[config.mk]
export PLATFORM = sky130hd
export DESIGN_NAME = ctbw_finish
export DESIGN_NICKNAME = d
export VERILOG_FILES = /design/src/rtl/ctbw_pkg.sv /design/src/rtl/ctbw_finish.sv
export SDC_FILE = /design/constraint.sdc
export NUM_CORES = 1
export LEC_CHECK = 0
export BUFFER_PORTS_ARGS = -buffer_cell sky130_fd_sc_hd__buf_2
export CAP_MARGIN = 20
export CELL_PAD_IN_SITES_DETAIL_PLACEMENT = 1
export CELL_PAD_IN_SITES_GLOBAL_PLACEMENT = 1
export CORE_AREA = 5 5 313 315
export DETAILED_ROUTE_END_ITERATION = 10
export DIE_AREA = 0 0 318 320
export GPL_ROUTABILITY_DRIVEN = 0
export PLACE_DENSITY = 0.43
export RECOVER_POWER = 25
export SYNTH_ARGS = -nofsm -noshare
export SYNTH_HDL_FRONTEND = slang
export SYNTH_SLANG_ARGS = --single-unit
[constraint.sdc]
create_clock -name clk -period 2.43 [get_ports clk]
set_clock_uncertainty 0.15 [all_clocks]
set_input_delay 0.1215 -clock clk [delete_from_list [all_inputs] [get_ports clk]]
set_output_delay 0.1215 -clock clk [all_outputs]
set_load 0.1 [all_outputs]
[src/rtl/ctbw_pkg.sv]
`timescale 1ns / 1ps
package ctbw_pkg;

  localparam int TARGET_BITS = 256;
  localparam int WORK_BITS   = 128;
  localparam int HALF_BITS   = 64;
  localparam int MANT_BITS   = 24;
  localparam logic [7:0] EXP_BIAS = 8'd3;
  localparam logic [7:0] EXP_MAX  = 8'd32;

  // one word in flight through the division chain
  typedef struct packed {
    logic [31:0]            cbits;
    logic [TARGET_BITS-1:0] den;
    logic [TARGET_BITS-1:0] rem;
    logic [WORK_BITS-1:0]   quo;
    logic                   zero;
  } div_word_t;

  // exponent gives a non-zero placement of the mantissa
  function automatic logic exp_ok(input logic [7:0] e);
    return (e >= EXP_BIAS) && (e <= EXP_MAX);
  endfunction

  // byte offset of the mantissa, valid only when exp_ok
  function automatic logic [4:0] exp_off(input logic [7:0] e);
    logic [7:0] d;
    d = e - EXP_BIAS;
    return d[4:0];
  endfunction

endpackage

[src/rtl/ctbw_finish.sv]
`timescale 1ns / 1ps
module ctbw_finish import ctbw_pkg::*; (
  input  logic                 clk,
  input  logic                 rst,
  input  logic                 en,
  input  logic                 in_v,
  input  div_word_t            in_d,
  output logic                 out_v,
  output logic [HALF_BITS-1:0] work_low,
  output logic [HALF_BITS-1:0] work_high
);

  logic [WORK_BITS-1:0] sum;

  // final increment, wrapping in the kept width
  always_comb begin
    sum = in_d.zero ? '0 : (in_d.quo + WORK_BITS'(1));
  end

  // output register
  always_ff @(posedge clk) begin
    if (rst) begin
      out_v <= 1'b0;
    end else if (en) begin
      out_v <= in_v;
    end
  end

  always_ff @(posedge clk) begin
    if (en) begin
      work_low  <= sum[HALF_BITS-1:0];
      work_high <= sum[WORK_BITS-1:HALF_BITS];
    end
  end

endmodule

==> impl_metrics.yaml <==
grt:
  grt_max_degree: 68
  antenna_found_initial: 14
  grt_pass1_wl_mm: 85.5
  grt.total_usage_pct: 11.9
  grt_pass1_vias: 10700
  grt.overflow.total: 0
yosys:
  syn-num-nets: 1545
  synth_ff_type: "edfxtp_1"
  syn_area_per_cell_um2: 9.52
  seq_area_frac_synth_pct: 46.8
  yosys_warnings: 0
  synth-edff-count: 128
  netlist_instances: 867
  synth_common_cells: "nor2_1 (145), edfxtp_1 (128), xnor2_1 (74), nand4_1 (73), nand2_1 (67)"
  synthTopCellsByArea: "edfxtp_1 (47%), xnor2_1 (7.9%), nor2_1 (6.6%)"
  yosysTopAreaCell: "edfxtp_1"
  synth.most_common_cell: "nor2_1"
  ys_async_sr_fraction_pct: 0
  synth-seq-cells: 129
  synth_top_area_share_pct: 46.6
  synth_area_um2: 8250
  synthDistinctLibCells: 49
pwr:
  cellPowerDensity_nw_per_um2: 540
  ir_worst_vdd_v: 0.000580
  leakage_nw: 5.63
worst_setup_path:
  crit_top_cell: "or3_1"
  start_kind: "primary input"
  cp_max_fo: 5
  cp_data_arrival_time_ps: 2600
  path_cells: "dlygate4sd3_1 > buf_2 > and4_1 > and3_1 > nand4_1 > or3_1 > or3_1 > a21oi_1"
  slowest_stage: "dlygate4sd3_1"
  crit_type: "primary input to flip-flop"
  slowest_delay_ps: 530
  end_kind: "flip-flop"
  crit_required_ps: 2600
floorplanning:
  rows: 113
  initial_utilization_pct: 8.73
  core_um2: 94600
  io_pins: 806
  die-width_um: 318
  die_height_um: 320
  die_area_um2: 102000
drt:
  drtPass1Iterations: 5
  drtIter0Drc: 537
  antenna_left: 0
  drcViolationCount: 0
  viasPerCell: 3.54
  drt-wirelength-per-cell_um: 22.1
  drt-total-wl_mm: 62.3
  via_count: 9974
cts:
  clk_pin_slew_ps: 70
  cts_max_path_buffers: 2
  root_buffer: "clkbuf_16"
  cts_htree_levels: 4
  cts_buffers: 17
  clk-insertion-delay-late_ps: 480
  tritoncts: "done"
  cts_sinks: 129
finish:
  drive_above_1_share_pct: 44.8
  nets: 2214
  fillers: 11200
  final_core_util_pct: 15.9
  multiInputGateArea_um2: 4310
  ff_latch_area_um2: 3860
  syn_to_final_growth_pct: 82.6
timing:
  setup_viol: 0
  drv_slew: 0
  hold_viol_final: 0
  timing_worst_slew_pin_value_ps: 1080
  min_period_over_period_pct: 100
  timing.fmax_ghz: 0.412
  setup_slack_ps: 0.298
  finalCriticalPeriod_ps: 2430
  relSlewSlack_pct: 28.2
hold_path:
  hp-class: "primary input to flip-flop"
placement:
  portBuffers: 261
  pre_cts_slack_ps: -617
  dp_hpwl_mm: 53.1
run:
  maxCapViolCount: 0
run_status:
  outcome: "finished clean"
[registers in the layout, indices dropped and copies added, names as in the netlist]
name,cells
work_high,64
out_v,1
work_low,64
[cell usage in the layout, fill, tap and decap left out, types with 4 or more instances in the layout]
cell / Yosys / routed
edfxtp_1: 128 / 128
nand2_1: 67 / 67
or3_1: 19 / 18
and4_1: 14 / 14
xnor2_1: 74 / 73
nor3_1: 40 / 37
diode_2: 0 / 6
clkinv_4: 0 / 4
nor2_1: 145 / 144
and3_1: 15 / 15
xor2_1: 30 / 30
o21ai_0: 10 / 10
dlygate4sd3_1: 1 / 56
nor4_2: 8 / 19
buf_2: 6 / 256
buf_4: 0 / 352
nor4_1: 62 / 49
and2_1: 4 / 4
clkbuf_16: 0 / 17
nand4_2: 6 / 5
nand4_4: 4 / 4
or4_1: 7 / 7
clkbuf_1: 20 / 9
nand4_1: 73 / 74
inv_1: 18 / 18
nand3_1: 62 / 61
inv_8: 0 / 4
a21oi_1: 17 / 17
nor3_2: 2 / 5
[logic make-up after synthesis]
| group | count (synthesis) | synth area share (%) |
|---|---|---|
| AO/OA/AOI/OAI | 36 | 2.52 |
| XOR/XNOR | 104 | 11.0 |
| adder cells (fa/ha/maj) | 1 | 0.152 |
| buffers and inverters | 47 | 2.52 |
| flip-flops | 129 | 46.8 |
| multiplexers | 4 | 0.531 |
| AND/OR/NAND/NOR | 546 | 36.4 |
[critical path, delay by kind of cell]
| family | cells | cell delay [ps] |
|---|---|---|
| AO/OA/AOI/OAI | 1 | 150 |
| buffers and inverters | 2 | 730 |
| AND/OR/NAND/NOR | 5 | 1600 |
[area by class of cell]
type                       instances  area share [%]
clock inverter                    14            1.30
multi-input combinational        691            28.6
timing repair buffer             679            30.6
tap                             1265            10.5
antenna                            6          0.0996
clock buffer                      18            2.85
sequential                       129            25.6
inverter                          18           0.448
[worst paths after layout]
kind / depth (start not counted) / slack (ps) / end / from
min reg2reg: 3 / 890 / out_v / out_v
max reg2reg: 3 / 1140 / out_v / out_v
min: 4 / 8 / work_high[36] / in_d[101]
max: 8 / 0.3 / work_high[58] / in_d[114]
[timing repair]
action                                  4_1_cts  5_1_grt
endpoints found under the setup margin        3       19
hold endpoints to repair                     54        1
gates resized for setup                       1       27
setup buffers                                 0        5
pin swaps                                     0        7
hold buffers                                 55        1
[routing by layer]
layer  wire (µm)  part of all wire [%]  global-route usage (%)
met1       28500                    46                    15.6
met2       29300                    47                    19.8
met3        3280                   5.3                    2.65
met4        1180                   1.9                    2.93
met5          31                 0.050                       0
[where the power goes]
part	total (W)	switching, W	internal (W)
sequential	0.00275	0.0000974	0.00265
combinational	0.00253	0.00197	0.000559
clock	0.00287	0.00121	0.00165
[stage by stage]
stage | TNS (ps) | instance area (µm²) | power, W | hold slack, ps | cells
floorplan | 0 | 8250 | 0.00427 | 43.9 | 867
global placement | -12480 | 13700 | 0.00528 | 129 | 2721
detailed placement | -12900 | 13700 | 0.00527 | 135 | 2721
CTS | 0 | 14900 | 0.00827 | 1.11 | 2808
global route | -24.9 | 15100 | 0.00842 | 40.4 | 2814
finish | 0 | 15100 | 0.00814 | 8.09 | 2820
(Power assumes the default switching activity.)
