[config.mk]
export PLATFORM = sky130hd
export DESIGN_NAME = ctbw_expand
export DESIGN_NICKNAME = d
export VERILOG_FILES = /design/src/rtl/ctbw_pkg.sv /design/src/rtl/ctbw_expand.sv
export SDC_FILE = /design/constraint.sdc
export NUM_CORES = 1
export LEC_CHECK = 0
export ABC_AREA = 1
export ABC_CLOCK_PERIOD_IN_PS = 3600
export BUFFER_PORTS_ARGS = -buffer_cell sky130_fd_sc_hd__buf_4
export CAP_MARGIN = 10
export CELL_PAD_IN_SITES_DETAIL_PLACEMENT = 1
export CELL_PAD_IN_SITES_GLOBAL_PLACEMENT = 1
export CORE_AREA = 4 4 271 273
export CTS_BUF_LIST = sky130_fd_sc_hd__clkbuf_2
export CTS_CLUSTER_SIZE = 20
export DETAILED_ROUTE_END_ITERATION = 8
export DIE_AREA = 0 0 275 277
export GPL_TIMING_DRIVEN = 0
export PLACE_DENSITY_LB_ADDON = 0.15
export SYNTH_ARGS = -nofsm -noshare
export SYNTH_HDL_FRONTEND = slang
export SYNTH_SLANG_ARGS = --single-unit
[constraint.sdc]
create_clock -name clk -period 3.6 [get_ports clk]
set_clock_uncertainty 0.05 [all_clocks]
set_input_delay 0.36 -clock clk [delete_from_list [all_inputs] [get_ports clk]]
set_output_delay 0.36 -clock clk [all_outputs]
set_load 0.05 [all_outputs]
[src/rtl/ctbw_pkg.sv]
`timescale 1ns / 1ps
package ctbw_pkg;

  localparam int TARGET_BITS = 256;
  localparam int WORK_BITS   = 128;
  localparam int HALF_BITS   = 64;
  localparam int MANT_BITS   = 24;
  localparam logic [7:0] EXP_BIAS = 8'd3;
  localparam logic [7:0] EXP_MAX  = 8'd32;

  // one word in flight through the division chain
  typedef struct packed {
    logic [31:0]            cbits;
    logic [TARGET_BITS-1:0] den;
    logic [TARGET_BITS-1:0] rem;
    logic [WORK_BITS-1:0]   quo;
    logic                   zero;
  } div_word_t;

  // exponent gives a non-zero placement of the mantissa
  function automatic logic exp_ok(input logic [7:0] e);
    return (e >= EXP_BIAS) && (e <= EXP_MAX);
  endfunction

  // byte offset of the mantissa, valid only when exp_ok
  function automatic logic [4:0] exp_off(input logic [7:0] e);
    logic [7:0] d;
    d = e - EXP_BIAS;
    return d[4:0];
  endfunction

endpackage

[src/rtl/ctbw_expand.sv]
`timescale 1ns / 1ps
module ctbw_expand import ctbw_pkg::*; (
  input  logic        clk,
  input  logic        rst,
  input  logic        en,
  input  logic        in_v,
  input  logic [31:0] compact_bits,
  output logic        out_v,
  output div_word_t   out_d
);

  logic [7:0]             e;
  logic [MANT_BITS-1:0]   m;
  logic [7:0]             sh;
  logic [TARGET_BITS-1:0] t;
  div_word_t              d_next;

  // expand the compact word to the target and form the divisor
  always_comb begin
    e  = compact_bits[31:24];
    m  = compact_bits[MANT_BITS-1:0];
    sh = {exp_off(e), 3'b000};
    t  = exp_ok(e) ? ({{(TARGET_BITS-MANT_BITS){1'b0}}, m} << sh) : '0;
    d_next.cbits = compact_bits;
    d_next.den   = t + TARGET_BITS'(1);
    d_next.rem   = '0;
    d_next.quo   = '0;
    d_next.zero  = !exp_ok(e) || (m == '0);
  end

  // stage register
  always_ff @(posedge clk) begin
    if (rst) begin
      out_v <= 1'b0;
    end else if (en) begin
      out_v <= in_v;
    end
  end

  always_ff @(posedge clk) begin
    if (en) begin
      out_d <= d_next;
    end
  end

endmodule

==> flow_summary.toml, run 1 <==
[worst_setup_path]
end_kind = "flop"
crit_chain = "dlygate4sd3_1 > buf_4 > inv_2 > buf_2 > ha_1 > inv_1 > nor2_1 > nand2_1 > nand2_1 > nand2_2 > buf_2 > buf_2 > nor2_1 > ha_1 > nand2_1 > nor2_1 > nand3_2 > nor2_4 > nand2_1 > nand2_1 > nand2_1"
critPathCapture = "out_d[405]$_DFFE_PP_"
crit_buf_inv = 7
cp_common_cell = "nand2_1"
max_stage_delay_ps = 540
worst_ep_required_time_ps = 4340
path_class = "input port to flop"
r2r-start = "out_v$_SDFFE_PP0P_"
startpoint = "compact_bits[24]"
path_depth = 21
crit_path_max_fanout = 11
r2r_slack_ps = 2380
startpoint_type = "input port"
reg2regPathDepth = 3
crit_arrival_ps = 3970
path_delay_family = "buffers and inverters"
slowest_stage = "dlygate4sd3_1"
reg2reg_to = "out_v$_SDFFE_PP0P_"

[global_route]
busiest_layer = "met2"
use_met2_pct = 29.8
grt_use_met3_pct = 4.63
first_global_vias = 14138
grt_first_pass_wirelength_um = 95200
antenna_found_initial = 3
grt_usage_pct = 17.0
grt_start_max_net_pins = 111
grt_overflow_total = 0
met1_usage_pct = 20.2

[worst_hold_path]
hold_class = "input port to flop"
min_from = "compact_bits[4]"

[finish]
num-fill-cells = 8498
multi_input_area_sq_um = 5010
regArea_sq_um = 8700
drive_gt1_share_pct = 36.7
nets = 2525
area_delta_synth_final_pct = 42.0

[sta]
tns_ps = 0
period_share_pct = 89.7
hold_viol_final = 0
final_max_slew_viol_count = 0
fmax_ghz = 0.310
max_slew_margin_pct = 16.9
setup_viol_count_final = 0
tightestPinTransition_ps = 1230
finalCriticalPeriod_ps = 3230
rsz0062_at_grt = "no"

[detailed_routing]
ant_nets = 0
drt-wirelength-per-cell_um = 19.1
drc = 0
dr.first_iter.drc_count = 761
vias_per_cell = 3.80
vias = 13294
wl_um = 66800
drt_first_pass_iters = 7

[cts]
root_buffer = "clkbuf_2"
cts_tree = "done"
h-tree-depth = 3
clk_pin_slew_worst_paths_ps = 90
clk_latency_ps = 1040
clockBufferDepth = 3
postCtsSetupBuffers = 0
numClockSinks = 290
cts_buffers = 87

[power]
comb_power_share_pct = 31.8
p_switching_mw = 3.93
pwr-share-clk_pct = 27.0
leakagePower_nw = 10.3
power_frac_seq_pct = 41.1
peakVddDrop_v = 0.000166
p_sw_share_pct = 40.7
cellPowerDensity_nw_per_um2 = 431
intPower_mw = 5.73
p_total_mw = 9.65

[synthesis]
yosys_register_bits = 290
yosysUniqueCellTypes = 35
avgSynthCellArea_sq_um = 9.74
syn-instance-count = 1618
syn_area_sq_um = 15800
synth_seq_area_share_pct = 55.2
ys_warn_count = 0

[die]
die-area_sq_um = 76200
die_w_um = 275
row_count = 98
core_sq_um = 71100
die_h_um = 277
start_util_pct = 22.2
ioPinCount = 710

[status]
status = "finished, final reports clean"

[placement]
gp_congestion = 0.828
post-dp-hpwl_um = 53000
port_buffers = 325

[flow_run]
cap_violations = 0
==> cell usage in the layout, fill, tap and decap left out, types with 24 or more instances in the layout <==
master,n
nand2_1,270
conb_1,384
buf_4,712
clkbuf_2,117
nor2_1,301
dlygate4sd3_1,69
o21ai_0,41
nand3_1,107
inv_1,49
edfxtp_1,289
clkbuf_1,24
buf_2,33
==> per-layer routing <==
metal	vias up	wire [um]	part of all wire (%)
met5	-	0	0
met4	0	1520	2.3
met3	91	4780	7.2
met2	532	33800	51
met1	6386	26700	40
li1	6285	-	-
==> synth_stat cells, drive strengths merged <==
cell type	instances	area (sq um)
inv	59	221
xnor2	2	17.5
conb	1	3.75
nand2	277	1060
xor2	9	78.8
a21oi	16	80.1
nor3	4	20.0
clkinv	1	3.75
nand3	115	616
dfxtp	1	20.0
or2	2	12.5
and2	1	6.26
o21ai	45	225
clkbuf	24	90.1
nor2	323	1310
ha	3	37.5
buf	431	3170
mux2i	1	10.0
nand4	2	12.5
nand3b	4	30.0
edfxtp	289	8680
nor4	6	37.5
o21bai	2	15.0
==> stage by stage <==
| step | util [%] | cell area, sq um | setup WS, ps | instances | hold slack (ps) |
|---|---|---|---|---|---|
| 6_report | 31.5 | 22400 | 372 | 3498 | 324 |
| 5_1_grt | 31.5 | 22400 | 228 | 3496 | 216 |
| 4_1_cts | 31.4 | 22400 | 528 | 3493 | 123 |
| 3_5_place_dp | 29.4 | 20900 | -206 | 3278 | 452 |
| 3_3_place_gp | 29.3 | 20800 | -216 | 3276 | 429 |
| 2_1_floorplan | - | 17200 | 808 | 2001 | 382 |
==> sequential cells by signal, summed over array words and instances, names as in the netlist <==
register and flops:
out_d 289, out_v 1
==> tightest hold or removal path, cell delays in order <==
cell           delay [ps]
dlygate4sd3_1         530
buf_4                 130
nor4_1                 40
nand4_1                70
o21ai_0                60
==> cells by family after synthesis <==
group	count (synthesis)	share of synthesized area, %
fa+ha+maj	3	0.238
compound gates	63	2.03
other cells	1	0.0238
mux	1	0.0635
simple gates	734	19.7
xor+xnor	11	0.611
flops	290	55.2
buf+inv	515	22.1
==> worst min-delay path by stage <==
stage / end / cells past startpoint / slack, ps
final: out_d[0]$_DFFE_PP_ / 5 / 320
after global routing: out_d[0]$_DFFE_PP_ / 5 / 220
after CTS: out_d[0]$_DFFE_PP_ / 5 / 120
after detailed placement: out_v$_SDFFE_PP0P_ / 2 / 450
after global placement: out_v$_SDFFE_PP0P_ / 2 / 430
after floorplan: out_v$_SDFFE_PP0P_ / 1 / 380
==> timing repair <==
action                                  CTS  global route
endpoints found under the hold margin   215             0
gates resized for setup                   0             0
endpoints found under the setup margin    0             0
hold buffers                             69             0
==> final cells by class <==
class	count	area share (%)
buffer	455	14.6
antenna	5	0.0559
sequential	290	38.9
inverter	60	1.01
tap	950	5.31
clock inverter	29	0.900
multi-input combinational	1196	22.4
timing repair buffer	396	14.3
clock buffer	117	2.62
==> power by group through the flow <==
stage          combinational (mW)  sequential, mW  clock, mW
2_1_floorplan                1.54            4.73          0
3_3_place_gp                 2.98            4.06          0
3_5_place_dp                 2.99            4.05          0
4_1_cts                      3.05            3.98       2.80
5_1_grt                      3.22            3.99       2.97
6_report                     3.07            3.97       2.61
(Power assumes the default switching activity.)
==> inputs of run 2 (changes only) <==
Settings changed: CORE_AREA 4 4 271 273 to 2 2 276 278, DIE_AREA 0 0 275 277 to 0 0 278 280, GPL_TIMING_DRIVEN 0 to not set.
==> flow_summary.toml, run 2 (synthesis results as in run 1) <==
[placement]
gp_congestion = 0.793
port_buffers = 325
post-dp-hpwl_um = 43200
placedInstanceArea_sq_um = 17900

[global_route]
grt_usage_pct = 14.5
grt_start_max_net_pins = 81
grt_first_pass_wirelength_um = 82400
first_global_vias = 11670
grt_overflow_total = 0
antenna_found_initial = 2

[worst_setup_path]
crit_arrival_ps = 3410
startpoint_type = "input port"
end_kind = "flop"
crit_path_max_fanout = 18
path_class = "input port to flop"
worst_ep_required_time_ps = 4350

[cts]
numClockSinks = 290
postCtsSetupBuffers = 0
cts_buffers = 83
cts_resized = 0
cts_tree = "done"
clk_pin_slew_worst_paths_ps = 110
clk_latency_ps = 1050
h-tree-depth = 3
root_buffer = "clkbuf_2"
clockBufferDepth = 3
cts_hold_buf = 69

[finish]
fin_area_sq_um = 19400
final_common_cell = "conb_1"
nets = 2093
multi_input_area_sq_um = 5040
regArea_sq_um = 8700
top_regs = "out_d (289), out_v (1)"
num-fill-cells = 8907
drive_gt1_share_pct = 25.6
area_delta_synth_final_pct = 23.2
largest_reg_flops = 289
mostFrequentLayoutCells = "conb_1, buf_4, nor2_1, edfxtp_1, nand2_1"
regMostFlops = "out_d"

[detailed_routing]
vias_per_cell = 3.77
drt-wirelength-per-cell_um = 19.0
wl_um = 58800
ant_nets = 0
vias = 11670
drc = 0
drt_first_pass_iters = 5
dr.first_iter.drc_count = 668

[sta]
rsz0062_at_grt = "no"
period_share_pct = 73.9
final_max_slew_viol_count = 0
hold_viol_final = 0
tns_ps = 0
fmax_ghz = 0.376
setup_viol_count_final = 0
finalCriticalPeriod_ps = 2660
hold_slack_ps = 314
tightestPinTransition_ps = 1030
max_slew_margin_pct = 30.4

[worst_hold_path]
hold_class = "input port to flop"

[die]
core_sq_um = 75200
die_w_um = 278
ioPinCount = 710
die_h_um = 280
start_util_pct = 21.0
row_count = 101
die-area_sq_um = 77800

[status]
status = "finished, final reports clean"

[power]
leakagePower_nw = 8.16
peakVddDrop_v = 0.000137
cellPowerDensity_nw_per_um2 = 480

[flow_run]
cap_violations = 0
## run 2: final timing paths
path         cells after the start              endpoint  slack [ps]          startpoint
max                             18  out_d[405]$_DFFE_PP_         940    compact_bits[24]
min                              5    out_d[0]$_DFFE_PP_         310     compact_bits[3]
max reg2reg                      3    out_v$_SDFFE_PP0P_        2410  out_v$_SDFFE_PP0P_
min reg2reg                      3    out_v$_SDFFE_PP0P_        1010  out_v$_SDFFE_PP0P_
## run 2: report_power, final
part	leakage [nW]	switching, mW	internal [mW]
Sequential	2.76	0.0798	3.90
Combinational	4.79	2.23	0.432
Clock	0.612	1.54	1.14
Total	8.16	3.85	5.47
## run 2: area by class of cell
type | count | area share [%]
antenna | 3 | 0.0387
sequential | 290 | 44.8
clock buffer | 121 | 3.12
inverter | 60 | 1.16
clock inverter | 27 | 1.09
timing repair buffer | 423 | 17.5
multi-input combinational | 1196 | 25.9
tap | 978 | 6.30
## run 2: metal layers
| metal | vias up | global-route usage [%] | routed length (um) |
|---|---|---|---|
| li1 | 5420 | - | - |
| met1 | 5706 | 18.2 | 24600 |
| met3 | 64 | 4.12 | 4570 |
| met2 | 480 | 24.3 | 28700 |
| met5 | - | 0 | 0 |
| met4 | 0 | 4.39 | 994 |
## run 2: worst max-delay path: stages
cell and delay [ps]:
dlygate4sd3_1 550, buf_4 160, ha_1 250, inv_2 100, nand2_1 50, nand2_1 100
nand2_4 120, inv_2 320, nand2_4 90, nor2_1 210, ha_1 290, nand2_1 80
nor2_1 170, nand3_2 180, nor2_4 210, nand2_1 70, nand2_1 60, nand2_1 40
## run 2: per-stage QoR
step / setup slack (ps) / util [%] / std cells / power (mW)
floorplan: 808 / - / 2001 / 6.27
global placement: 462 / 23.8 / 2878 / 6.69
detailed placement: 418 / 23.8 / 2878 / 6.69
CTS: 1100 / 25.8 / 3095 / 9.53
global route: 789 / 25.8 / 3097 / 9.79
finish: 941 / 25.8 / 3098 / 9.32
