===== src/rtl/ctbw_pkg.sv =====
`timescale 1ns / 1ps
package ctbw_pkg;

  localparam int TARGET_BITS = 256;
  localparam int WORK_BITS   = 128;
  localparam int HALF_BITS   = 64;
  localparam int MANT_BITS   = 24;
  localparam logic [7:0] EXP_BIAS = 8'd3;
  localparam logic [7:0] EXP_MAX  = 8'd32;

  // one word in flight through the division chain
  typedef struct packed {
    logic [31:0]            cbits;
    logic [TARGET_BITS-1:0] den;
    logic [TARGET_BITS-1:0] rem;
    logic [WORK_BITS-1:0]   quo;
    logic                   zero;
  } div_word_t;

  // exponent gives a non-zero placement of the mantissa
  function automatic logic exp_ok(input logic [7:0] e);
    return (e >= EXP_BIAS) && (e <= EXP_MAX);
  endfunction

  // byte offset of the mantissa, valid only when exp_ok
  function automatic logic [4:0] exp_off(input logic [7:0] e);
    logic [7:0] d;
    d = e - EXP_BIAS;
    return d[4:0];
  endfunction

endpackage


===== src/rtl/ctbw_div_step.sv =====
`timescale 1ns / 1ps
module ctbw_div_step import ctbw_pkg::*; #(
  parameter int BIT = 0
) (
  input  logic      clk,
  input  logic      rst,
  input  logic      en,
  input  logic      in_v,
  input  div_word_t in_d,
  output logic      out_v,
  output div_word_t out_d
);

  localparam logic [8:0] BPOS = 9'(BIT);

  logic [8:0]             sh9;
  logic [8:0]             pos9;
  logic                   hit;
  logic                   nbit;
  logic [TARGET_BITS-1:0] shifted;
  logic [TARGET_BITS+1:0] diff;
  logic                   take;
  div_word_t              d_next;

  // numerator bit: inverse of target bit at this position
  always_comb begin
    sh9  = {1'b0, exp_off(in_d.cbits[31:24]), 3'b000};
    pos9 = BPOS - sh9;
    hit  = exp_ok(in_d.cbits[31:24]) && (BPOS >= sh9) && (pos9 < 9'(MANT_BITS));
    nbit = !(hit && in_d.cbits[pos9[4:0]]);
  end

  // one restoring step: shift in, trial subtract, keep or restore
  always_comb begin
    shifted = {in_d.rem[TARGET_BITS-2:0], nbit};
    diff    = {1'b0, in_d.rem[TARGET_BITS-1], shifted} - {2'b00, in_d.den};
    take    = !diff[TARGET_BITS+1];
    d_next  = in_d;
    d_next.rem = take ? diff[TARGET_BITS-1:0] : shifted;
    if (BIT < WORK_BITS) begin
      d_next.quo[BIT % WORK_BITS] = take;
    end
  end

  // stage register
  always_ff @(posedge clk) begin
    if (rst) begin
      out_v <= 1'b0;
    end else if (en) begin
      out_v <= in_v;
    end
  end

  always_ff @(posedge clk) begin
    if (en) begin
      out_d <= d_next;
    end
  end

endmodule


===== config.mk =====
export PLATFORM = sky130hd
export DESIGN_NAME = ctbw_div_step
export DESIGN_NICKNAME = d
export VERILOG_FILES = /design/src/rtl/ctbw_pkg.sv /design/src/rtl/ctbw_div_step.sv
export SDC_FILE = /design/constraint.sdc
export NUM_CORES = 1
export LEC_CHECK = 0
export BUFFER_PORTS_ARGS = -buffer_cell sky130_fd_sc_hd__buf_4
export CAP_MARGIN = 20
export CORE_AREA = 2 2 530 532
export DETAILED_ROUTE_END_ITERATION = 7
export DIE_AREA = 0 0 532 534
export GPL_TIMING_DRIVEN = 0
export HOLD_SLACK_MARGIN = 0.08
export PLACE_DENSITY = 0.3
export SLEW_MARGIN = 20
export SYNTH_ARGS = -nofsm -noshare
export SYNTH_HDL_FRONTEND = slang
export SYNTH_SLANG_ARGS = --single-unit

===== constraint.sdc =====
create_clock -name clk -period 8.9 [get_ports clk]
set_input_delay 0.89 -clock clk [delete_from_list [all_inputs] [get_ports clk]]
set_output_delay 0.89 -clock clk [all_outputs]
set_load 0.02 [all_outputs]

==> results of run 1 <==
layout by cell type, fill, tap and decap left out, types with 100 or more instances in the layout:
| cell | instances |
|---|---|
| sky130_fd_sc_hd__a21oi_1 | 606 |
| sky130_fd_sc_hd__buf_4 | 1373 |
| sky130_fd_sc_hd__clkbuf_1 | 109 |
| sky130_fd_sc_hd__clkbuf_16 | 100 |
| sky130_fd_sc_hd__edfxtp_1 | 673 |
| sky130_fd_sc_hd__ha_1 | 259 |
| sky130_fd_sc_hd__inv_1 | 331 |
| sky130_fd_sc_hd__nand2_1 | 431 |
| sky130_fd_sc_hd__nand4_1 | 134 |
| sky130_fd_sc_hd__nor2_1 | 511 |
| sky130_fd_sc_hd__o21ai_0 | 337 |
| sky130_fd_sc_hd__xnor2_1 | 151 |
worst max-delay path, stage by stage:
cell                       delay [ns]
sky130_fd_sc_hd__buf_4           0.10
sky130_fd_sc_hd__inv_1           0.05
sky130_fd_sc_hd__ha_1            0.28
sky130_fd_sc_hd__nor4bb_1        0.29
sky130_fd_sc_hd__and4_1          0.29
sky130_fd_sc_hd__ha_1            0.40
sky130_fd_sc_hd__fa_1            0.30
sky130_fd_sc_hd__nand2b_1        0.17
sky130_fd_sc_hd__a21oi_1         0.13
sky130_fd_sc_hd__o21ai_0         0.39
sky130_fd_sc_hd__a21oi_1         0.30
sky130_fd_sc_hd__a31o_2          0.35
sky130_fd_sc_hd__a311oi_1        0.86
sky130_fd_sc_hd__a31oi_2         0.61
sky130_fd_sc_hd__a211oi_2        0.83
sky130_fd_sc_hd__o21ba_2         0.35
sky130_fd_sc_hd__o31ai_2         0.13
sky130_fd_sc_hd__a31oi_1         0.69
sky130_fd_sc_hd__o21ai_1         0.38
sky130_fd_sc_hd__a31oi_1         0.45
sky130_fd_sc_hd__xnor2_1         0.21
sky130_fd_sc_hd__o21ai_1         0.17
worst paths after layout:
check	endpoint	from	slack, ns
setup / recovery	out_d[375]	in_d[665]	0.68
hold / removal	out_d[80]	in_d[80]	0.24
setup reg to reg	out_v	out_v	8.31
hold reg to reg	out_v	out_v	0.51
cell type report:
| cell class | count | area share |
|---|---|---|
| diodes | 21 | 0.000867 |
| plain buffers | 163 | 0.0154 |
| clock buffers | 119 | 0.0425 |
| clock inverters | 51 | 0.00737 |
| inverters | 332 | 0.0206 |
| multi-input cells | 3282 | 0.331 |
| flip-flops and latches | 674 | 0.334 |
| well taps | 3724 | 0.0769 |
| repair buffers | 1361 | 0.172 |
logic make-up after synthesis:
logic type                 Yosys count  synth area share
and+or+nand+nor                   1357             0.143
adders and majority gates          260            0.0770
AOI/OAI and AO/OA                 1413             0.199
DFF                                674             0.477
muxes                                2          0.000473
buffers and inverters              495            0.0514
xor gates and xnor gates           250            0.0517
flip-flops by register name, indices dropped and copies added (netlist names):
register and cells:
out_d 673, out_v 1
synthesized netlist by cell type, types with 7 or more instances:
master / number
sky130_fd_sc_hd__a221oi_1: 12
sky130_fd_sc_hd__or2_2: 18
sky130_fd_sc_hd__nor3_1: 68
sky130_fd_sc_hd__clkbuf_1: 92
sky130_fd_sc_hd__o2111ai_1: 7
sky130_fd_sc_hd__buf_12: 10
sky130_fd_sc_hd__inv_1: 331
sky130_fd_sc_hd__o31ai_1: 15
sky130_fd_sc_hd__a21oi_2: 91
sky130_fd_sc_hd__o211ai_1: 17
sky130_fd_sc_hd__o21bai_1: 67
sky130_fd_sc_hd__a21boi_0: 15
sky130_fd_sc_hd__or4_1: 8
sky130_fd_sc_hd__nand2b_1: 20
sky130_fd_sc_hd__o21ai_1: 12
sky130_fd_sc_hd__buf_2: 35
sky130_fd_sc_hd__ha_1: 259
sky130_fd_sc_hd__o21a_1: 33
sky130_fd_sc_hd__nand4_1: 134
sky130_fd_sc_hd__o21ai_0: 340
sky130_fd_sc_hd__nor2b_1: 19
sky130_fd_sc_hd__and2_1: 10
sky130_fd_sc_hd__a21oi_1: 606
sky130_fd_sc_hd__a211oi_1: 14
sky130_fd_sc_hd__o221ai_1: 7
sky130_fd_sc_hd__xnor2_1: 151
sky130_fd_sc_hd__and3_1: 10
sky130_fd_sc_hd__a31oi_1: 40
sky130_fd_sc_hd__nand3_1: 55
sky130_fd_sc_hd__edfxtp_1: 673
sky130_fd_sc_hd__buf_4: 23
sky130_fd_sc_hd__nand2_1: 431
sky130_fd_sc_hd__a21o_1: 77
sky130_fd_sc_hd__xor2_1: 99
sky130_fd_sc_hd__or3_1: 23
sky130_fd_sc_hd__nor2_1: 511
sky130_fd_sc_hd__nor4_1: 28
metrics by stage:
stage | power, mW | worst slack [ns] | instances | hold WS, ns | TNS [ns]
finish | 11.7 | 0.685 | 9727 | 0.241 | 0
global route | 12.2 | 0.453 | 9710 | 0.187 | 0
CTS | 11.9 | 0.590 | 9706 | 0.152 | 0
detailed placement | 7.93 | -0.294 | 9536 | 0.502 | -1.11
global placement | 7.98 | -0.904 | 9524 | 0.491 | -64.40
floorplan | 5.92 | 3.61 | 4451 | 0.579 | 0
metal layers:
| layer | share of wire | vias up |
|---|---|---|
| met1 | 0.38 | 20500 |
| met2 | 0.52 | 1481 |
| met4 | 0.024 | 60 |
| met3 | 0.073 | 326 |
| li1 | - | 19200 |
| met5 | 0.0012 | - |
report_power, final:
part           internal [mW]  switching (mW)
sequential              3.94           0.122
clock                   2.22            1.64
combinational           1.28            2.47
==> run_results.csv, run 1 <==
group,metric,value,unit
sta,timing.slew.headroom,0.123,
grt,grt_use_met1,0.219,
sta,finalHoldViolCount,0,
cts,worst_skew_pair.late_latency,0.76,ns
min_path,holdCritPathClass,"primary input to register",
power_and_ir_drop,p_leak,24.4,nW
cts,path_clk_slew,0.06,ns
synth,synth-seq-cells,674,
grt,number_of_global_route_vias_before_repair,42800,
final_layout,multiInputGateArea,20000,um2
sta,timing.clock.skew,0,ns
setup_path,required,9.36,ns
synth,post_synth.cell_area_avg,9.52,um2
sta,layout_worst_path_cycle_share,0.923,
grt,grt_most_used_layer,"met2",
die,floorplan.die_area,284000,um2
cts,numClockSinks,674,
final_layout,layout.cell_area.non_filler,60600,um2
grt,grt_start_max_net_pins,95,
grt,grt_antenna_before_repair,94,
cts,ctsRootBufferMaster,"sky130_fd_sc_hd__clkbuf_16",
die,start_util,0.152,
detailed_routing,dr.pass1.iters,5,
final_layout,area.growth.synth_to_final,43.0,%
grt,global_route.overflow_total,0,
synth,synth_area_leaders,"sky130_fd_sc_hd__edfxtp_1 48%, sky130_fd_sc_hd__ha_1 7.6%, sky130_fd_sc_hd__a21oi_1 7.2%, sky130_fd_sc_hd__nor2_1 4.5%, sky130_fd_sc_hd__o21ai_0 4.0%",
synth,synth_top_cell_area_share,0.477,
die,die_width,532,um
detailed_routing,remaining_drc_errors,0,
grt,groute.layer.met3.usage,0.0601,
cts,numCtsBuffers,99,
outcome,status,"completed",
power_and_ir_drop,ir_drop,0.138,mV
final_layout,num-nets-final,6850,
setup_path,crit_path_start_kind,"primary input",
synth,synth_async_sr_flop_share,0,
setup_path,cp-end-kind,"register",
detailed_routing,drt-total-wl,294,mm
setup_path,cp_data_arrival_time,8.68,ns
die,io_pins,1351,
cts,post_cts.repair.setup_buffers,0,
detailed_routing,routed_via_density,4.27,
placement,gp_routability_congestion,0.886,
synth,synth.yosys.warnings,0,
sta,worst_slew_pin_slew,1.30,ns
job,timing.max_cap.violations,0,
synth,synth_area_leader_cell,"sky130_fd_sc_hd__edfxtp_1",
detailed_routing,via_count,41500,
placement,hpwlAfterDp,255,mm
sta,timing.final.max_slew_violations,0,
detailed_routing,antenna_violating_nets_post_route,0,
die,core_region_area,278000,um2
synth,ys_seq_area_frac,0.477,
final_layout,final_core_utilization,0.218,
placement,dpl-instance-area,57500,um2
die,die_h,534,um
final_layout,sequential_cell_area,20200,um2
sta,rsz_0062_raised_after_global_routing,"false",
synth,syn_std_cell_area,42400,um2
synth,synth_enable_flop_cells,673,
synth,syn-num-nets,5388,
detailed_routing,route.detailed.wl_per_inst,30.2,um
die,core.rowCount,194,
setup_path,timing_worst_setup_path_type,"primary input to register",
min_path,number_of_cells_on_the_worst_hold_path,1,
setup_path,r2r.worst_path.cells,2,
sta,fmax,122,MHz
final_layout,layout-drive-gt1-share,0.286,
power_and_ir_drop,p_per_area,193,nW/um2
cts,cts_tree,"done",
sta,min_period,8.22,ns
final_layout,filler_cell_count,30900,
synth,ys.flop_type,"sky130_fd_sc_hd__edfxtp_1",
cts,clk_path_buf_depth,4,
setup_path,critical_path_peak_fanout,4,
synth,synth_cells,4451,
grt,grt_pass1_wl,387,mm
placement,io_buffer_count,1349,
synth,synth_cell_type_count,82,
grt,use_met2,0.369,
sta,finalSetupViolCount,0,
detailed_routing,drt_iter0_drc,3025,
cts,cts_resized,0,
cts,htree_num_levels,3,
cts,cts_hold_buf,0,
grt,grt_use_total,0.198,
Note: power is estimated with default switching activity, not from simulation.
==> inputs of run 2 (changes only) <==
--- a/config.mk
+++ b/config.mk
@@ -5,9 +5,10 @@
 export SDC_FILE = /design/constraint.sdc
 export NUM_CORES = 1
 export LEC_CHECK = 0
-export BUFFER_PORTS_ARGS = -buffer_cell sky130_fd_sc_hd__buf_4
+export BUFFER_PORTS_ARGS = -buffer_cell sky130_fd_sc_hd__buf_2
 export CAP_MARGIN = 20
 export CORE_AREA = 2 2 530 532
+export CTS_CLUSTER_SIZE = 20
 export DETAILED_ROUTE_END_ITERATION = 7
 export DIE_AREA = 0 0 532 534
 export GPL_TIMING_DRIVEN = 0
==> run 2 against run 1 <==
Against the previous run:
- largest cell class unchanged
- critical path type unchanged
- critical path depth shrank 1
- first-iteration DRC count shrank 16%
- power shrank 4.0%
- sequential power is essentially flat
- register-to-register slack is essentially flat
- count of clock-buffer cells in the layout shrank 3
- fmax shrank 3.6%
==> run_results.csv, run 2 (synthesis gave the netlist of run 1 again) <==
group,metric,value,unit
die,core_region_area,278000,um2
detailed_routing,drt-total-wl,292,mm
grt,grt_most_used_layer,"met2",
setup_path,cp-end-kind,"register",
final_layout,layout_commonest_cell,"sky130_fd_sc_hd__buf_2",
setup_path,critical_path_peak_fanout,6,
die,floorplan.die_area,284000,um2
grt,grt_use_met1,0.219,
final_layout,area.growth.synth_to_final,34.7,%
grt,grt_use_total,0.197,
sta,finalHoldViolCount,0,
setup_path,number_of_buffers_and_inverters_on_the_critical_path,2,
detailed_routing,antenna_violating_nets_post_route,0,
grt,grt_start_max_net_pins,92,
cts,worst_skew_pair.late_latency,0.80,ns
sta,fmax,117,MHz
job,timing.max_cap.violations,0,
setup_path,crit_chain,"buf_2 > inv_1 > ha_1 > nor4bb_1 > and4_1 > ha_1 > fa_1 > nand2b_1 > a21oi_1 > o21ai_0 > a21oi_1 > a31o_2 > a311oi_1 > a31oi_2 > a211oi_2 > o21ba_2 > o31ai_2 > a31oi_1 > o21ai_1 > a2111oi_0 > a21o_1",
final_layout,layout.cell_area.non_filler,57100,um2
setup_path,critPathSlowestCell,"sky130_fd_sc_hd__a2111oi_0",
grt,grt_antenna_before_repair,156,
die,start_util,0.152,
power_and_ir_drop,combPwrFrac,0.312,
grt,grt_pass1_wl,385,mm
power_and_ir_drop,p_per_area,196,nW/um2
cts,cts_hold_buf,0,
grt,number_of_global_route_vias_before_repair,43100,
power_and_ir_drop,seq_power_share,0.360,
power_and_ir_drop,clockPowerShare,0.328,
cts,numClockSinks,674,
setup_path,cp_data_arrival_time,9.12,ns
placement,hpwlAfterDp,254,mm
setup_path,timing_worst_setup_path_type,"primary input to register",
sta,layout_worst_path_cycle_share,0.957,
final_layout,num-nets-final,6849,
sta,fin_setup_tns,0,ns
detailed_routing,dr.pass1.iters,5,
final_layout,layout-drive-gt1-share,0.286,
sta,rsz_0062_raised_after_global_routing,"false",
setup_path,crit_path_start_kind,"primary input",
final_layout,register_with_the_most_flip_flops,"out_d",
die,io_pins,1351,
placement,io_buffer_count,1349,
sta,timing.clock.skew,0,ns
sta,worst_slew_pin_slew,1.20,ns
cts,clk_path_buf_depth,4,
setup_path,crit_family,"compound AO/OA/AOI/OAI gates",
cts,post_cts.repair.setup_buffers,0,
min_path,holdCritPathClass,"primary input to register",
cts,htree_num_levels,3,
cts,cts_resized,0,
outcome,status,"completed",
sta,min_period,8.52,ns
cts,numCtsBuffers,95,
die,core.rowCount,194,
setup_path,critical_path_max_stage_delay,1.13,ns
power_and_ir_drop,swShare,0.375,
power_and_ir_drop,power_switching,4.20,mW
sta,timing.final.max_slew_violations,0,
final_layout,filler_cell_count,31300,
detailed_routing,via_count,41600,
placement,dpl-instance-area,54200,um2
sta,timing.slew.headroom,0.180,
power_and_ir_drop,ir_drop,0.134,mV
cts,cts_tree,"done",
cts,ctsRootBufferMaster,"sky130_fd_sc_hd__clkbuf_16",
sta,finalSetupViolCount,0,
final_layout,flip_flop_count_of_the_largest_register_after_layout,673,
detailed_routing,route.detailed.wl_per_inst,30.0,um
final_layout,reg.largest.list,"out_d: 673 flops, out_v: 1 flops",
grt,global_route.overflow_total,0,
die,die_width,532,um
detailed_routing,remaining_drc_errors,0,
cts,path_clk_slew,0.06,ns
power_and_ir_drop,cell_internal_pwr,7.01,mW
grt,groute.layer.met3.usage,0.0593,
detailed_routing,routed_via_density,4.28,
setup_path,required,9.51,ns
placement,gp_routability_congestion,0.871,
power_and_ir_drop,p_leak,23.1,nW
detailed_routing,drt_iter0_drc,2537,
die,die_h,534,um
final_layout,most-common-layout-cells,"1,385 x sky130_fd_sc_hd__buf_2, 673 x sky130_fd_sc_hd__edfxtp_1, 606 x sky130_fd_sc_hd__a21oi_1, 511 x sky130_fd_sc_hd__nor2_1, 431 x sky130_fd_sc_hd__nand2_1",
grt,use_met2,0.365,
## run 2: cell count changes in the layout (fill, tap and decap cells not counted), sizes merged
cell / previous run / this run
buf: 1432 / 1435
bufinv: 6 / 3
clkinv: 37 / 35
diode: 21 / 25
clkbuf: 211 / 208
inv: 336 / 338
## run 2: cell type report
class,instances,area (um2),area share
diodes,25,62.6,0.00110
plain buffers,163,933,0.0164
clock buffers,116,2480,0.0434
clock inverters,48,369,0.00647
inverters,332,1250,0.0218
multi-input cells,3282,20000,0.351
flip-flops and latches,674,20200,0.355
well taps,3724,4660,0.0817
repair buffers,1364,7050,0.124
## run 2: power groups by stage
stage	combinational (mW)	sequential, mW	clock, mW
3_3_place_gp	3.55	4.17	0
2_1_floorplan	1.36	4.55	0
4_1_cts	3.57	4.04	3.86
3_5_place_dp	3.54	4.09	0
6_report	3.50	4.03	3.68
5_1_grt	3.75	4.07	3.95
## run 2: through the flow
| stage | instances | setup WS (ns) | hold slack, ns | total power [mW] | util |
|---|---|---|---|---|---|
| floorplan | 4451 | 3.61 | 0.579 | 5.92 | - |
| global placement | 9524 | -5.66 | 0.482 | 7.72 | 0.193 |
| detailed placement | 9539 | -0.729 | 0.501 | 7.64 | 0.195 |
| CTS | 9703 | 0.177 | 0.122 | 11.5 | 0.205 |
| global route | 9709 | 0.122 | 0.151 | 11.8 | 0.205 |
| finish | 9728 | 0.381 | 0.223 | 11.2 | 0.205 |
## run 2: path summary, 6_finish.rpt
| check | startpoint | end | slack (ns) | cells past startpoint |
|---|---|---|---|---|
| max reg2reg | out_v | out_v | 8.31 | 2 |
| min reg2reg | out_v | out_v | 0.51 | 2 |
| max | in_d[666] | out_d[363] | 0.38 | 21 |
| min | in_d[44] | out_d[44] | 0.22 | 1 |
## run 2: per-layer routing
layer  part of all wire  up-vias
met5             0.0027        -
met4              0.026      122
met3              0.072      470
met2               0.51     1513
met1               0.39    20400
li1                   -    19200
==> inputs of run 3 (changes only) <==
--- a/config.mk
+++ b/config.mk
@@ -7,10 +7,10 @@
 export LEC_CHECK = 0
 export BUFFER_PORTS_ARGS = -buffer_cell sky130_fd_sc_hd__buf_2
 export CAP_MARGIN = 20
-export CORE_AREA = 2 2 530 532
+export CORE_AREA = 2 2 524 526
 export CTS_CLUSTER_SIZE = 20
 export DETAILED_ROUTE_END_ITERATION = 7
-export DIE_AREA = 0 0 532 534
+export DIE_AREA = 0 0 526 528
 export GPL_TIMING_DRIVEN = 0
 export HOLD_SLACK_MARGIN = 0.08
 export PLACE_DENSITY = 0.3
==> run 3 against run 2 <==
Against the previous run:
- combinational power is essentially flat
- global-route usage grew 0.21 points
- clock skew is the same
- clock power grew 6.5%
- die area shrank 2.2%
- highest routed layer unchanged
==> run_results.csv, run 3 (synthesis gave the netlist of run 1 again) <==
group,metric,value,unit
sta,worst_slew_pin_slew,1.22,ns
placement,placedCellCount,9403,
die,die_width,526,um
sta,finalSetupViolCount,0,
sta,min_period,8.19,ns
placement,hpwlAfterDp,251,mm
cts,clk_path_buf_depth,4,
detailed_routing,dr.pass1.iters,5,
grt,global_route.overflow_total,0,
final_layout,filler_cell_count,30600,
detailed_routing,remaining_drc_errors,0,
sta,rsz_0062_raised_after_global_routing,"false",
final_layout,flip_flop_count_of_the_largest_register_after_layout,673,
sta,fmax,122,MHz
placement,io_buffer_count,1349,
outcome,status,"completed",
final_layout,instances_no_fill,9612,
min_path,holdCritPathClass,"primary input to register",
job,timing.max_cap.violations,0,
power_and_ir_drop,seq_power_share,0.353,
cts,numCtsBuffers,98,
grt,grt_antenna_before_repair,158,
setup_path,crit_family,"compound AO/OA/AOI/OAI gates",
cts,post_cts.repair.setup_buffers,0,
die,io_pins,1351,
setup_path,crit_chain,"buf_2 > inv_1 > ha_1 > nor4bb_1 > and4_1 > ha_1 > nand3b_1 > nand2_1 > a21oi_1 > o2111ai_1 > o211a_1 > a21bo_2 > a311oi_2 > o211a_1 > o221ai_2 > a21boi_0 > o21ai_1 > a21o_1 > a21oi_1 > o21ai_0 > xnor2_1 > a21oi_1",
setup_path,cp_data_arrival_time,8.76,ns
power_and_ir_drop,cell_internal_pwr,7.22,mW
detailed_routing,drt_iter0_drc,2920,
grt,grt_pass1_wl,380,mm
power_and_ir_drop,p_leak,23.2,nW
setup_path,cp-end-kind,"register",
grt,grt_use_total,0.199,
setup_path,worstSetupStartpoint,"in_d[665]",
setup_path,critical_path_max_stage_delay,1.00,ns
grt,number_of_global_route_vias_before_repair,42800,
die,die_h,528,um
detailed_routing,drt-total-wl,289,mm
cts,worst_skew_pair.late_latency,0.77,ns
setup_path,cp_common_cell,"sky130_fd_sc_hd__a21oi_1",
sta,finalHoldViolCount,0,
detailed_routing,via_count,41700,
setup_path,cp-endpoint,"out_d[372]",
final_layout,num-nets-final,6851,
power_and_ir_drop,power_switching,4.21,mW
die,start_util,0.156,
setup_path,timing_worst_setup_path_type,"primary input to register",
cts,cts_tree,"done",
final_layout,final_core_utilization,0.210,
detailed_routing,antenna_violating_nets_post_route,0,
setup_path,r2r.worst_path.cells,2,
grt,grt_start_max_net_pins,92,
sta,timing.clock.skew,0,ns
final_layout,register_with_the_most_flip_flops,"out_d",
final_layout,layout-drive-gt1-share,0.287,
setup_path,regToRegEndpoint,"out_v",
final_layout,most-common-layout-cells,"1,383 x sky130_fd_sc_hd__buf_2, 673 x sky130_fd_sc_hd__edfxtp_1, 606 x sky130_fd_sc_hd__a21oi_1, 511 x sky130_fd_sc_hd__nor2_1, 431 x sky130_fd_sc_hd__nand2_1",
setup_path,critical_path_cell_count,22,
die,floorplan.die_area,278000,um2
detailed_routing,routed_via_density,4.34,
setup_path,critical_path_peak_fanout,5,
power_and_ir_drop,clockPowerShare,0.343,
final_layout,reg.largest.list,"out_d: 673 flops, out_v: 1 flops",
setup_path,number_of_buffers_and_inverters_on_the_critical_path,2,
power_and_ir_drop,combPwrFrac,0.304,
sta,timing.slew.headroom,0.179,
die,core.rowCount,192,
sta,timing.final.max_slew_violations,0,
power_and_ir_drop,ir_drop,0.132,mV
cts,cts_hold_buf,0,
detailed_routing,route.detailed.wl_per_inst,30.1,um
cts,numClockSinks,674,
setup_path,regToRegSetupSlack,8.31,ns
setup_path,crit_path_start_kind,"primary input",
placement,gp_routability_congestion,0.881,
cts,ctsRootBufferMaster,"sky130_fd_sc_hd__clkbuf_16",
setup_path,regToRegStartpoint,"out_v",
setup_path,required,9.47,ns
placement,dpl-instance-area,54000,um2
sta,layout_worst_path_cycle_share,0.920,
power_and_ir_drop,p_per_area,200,nW/um2
final_layout,area.growth.synth_to_final,34.9,%
cts,cts_resized,0,
power_and_ir_drop,swShare,0.368,
die,core_region_area,272000,um2
cts,path_clk_slew,0.07,ns
final_layout,layout_commonest_cell,"sky130_fd_sc_hd__buf_2",
cts,htree_num_levels,3,
final_layout,layout.cell_area.non_filler,57100,um2
setup_path,critPathSlowestCell,"sky130_fd_sc_hd__a21boi_0",
==> run 3: worst min path at each step <==
stage                         from        end  slack, ns  cells after the start
after floorplan              out_v      out_v       0.58                      2
after global placement       out_v      out_v       0.49                      2
after detailed placement     out_v      out_v       0.49                      2
after CTS                 in_d[39]  out_d[39]       0.15                      1
after global routing      in_d[39]  out_d[39]       0.17                      1
final                     in_d[89]  out_d[89]       0.24                      1
==> run 3: cell type report <==
type	count	area, um2	share of cell area
sequential	674	20200	0.354
multi-input combinational	3282	20000	0.351
timing repair buffer	1363	7040	0.123
tap	3589	4490	0.0786
clock buffer	118	2530	0.0442
inverter	332	1250	0.0218
buffer	163	933	0.0163
clock inverter	53	547	0.00957
antenna	38	95.1	0.00166
==> run 3: layer usage <==
metal  part of all wire  global-route usage  routed length [um]  vias up
met5             0.0022                   0                 636        -
met4              0.031              0.0577                9010       96
met3              0.069              0.0545               20000      446
met2               0.51               0.368              148000     1586
met1               0.38               0.220              111000    20400
li1                   -                   -                   -    19200
==> run 3: power by group through the flow <==
stage                     registers (mW)  logic (mW)  clock network [mW]
after floorplan                     4.55        1.36                   0
after detailed placement            4.10        3.52                   0
after global routing                4.07        3.72                4.18
final                               4.04        3.47                3.92
after CTS                           4.04        3.54                4.08
after global placement              4.18        3.53                   0
==> run 3: stage by stage <==
step                      setup TNS (ns)  setup WS [ns]  hold WS [ns]  power [mW]
final                                  0          0.709         0.239        11.4
after global routing                   0          0.284         0.173        12.0
after CTS                              0          0.491         0.145        11.7
after detailed placement           -1.32         -0.390         0.491        7.62
after global placement          -3558.53          -5.54         0.485        7.70
after floorplan                        0           3.61         0.579        5.92
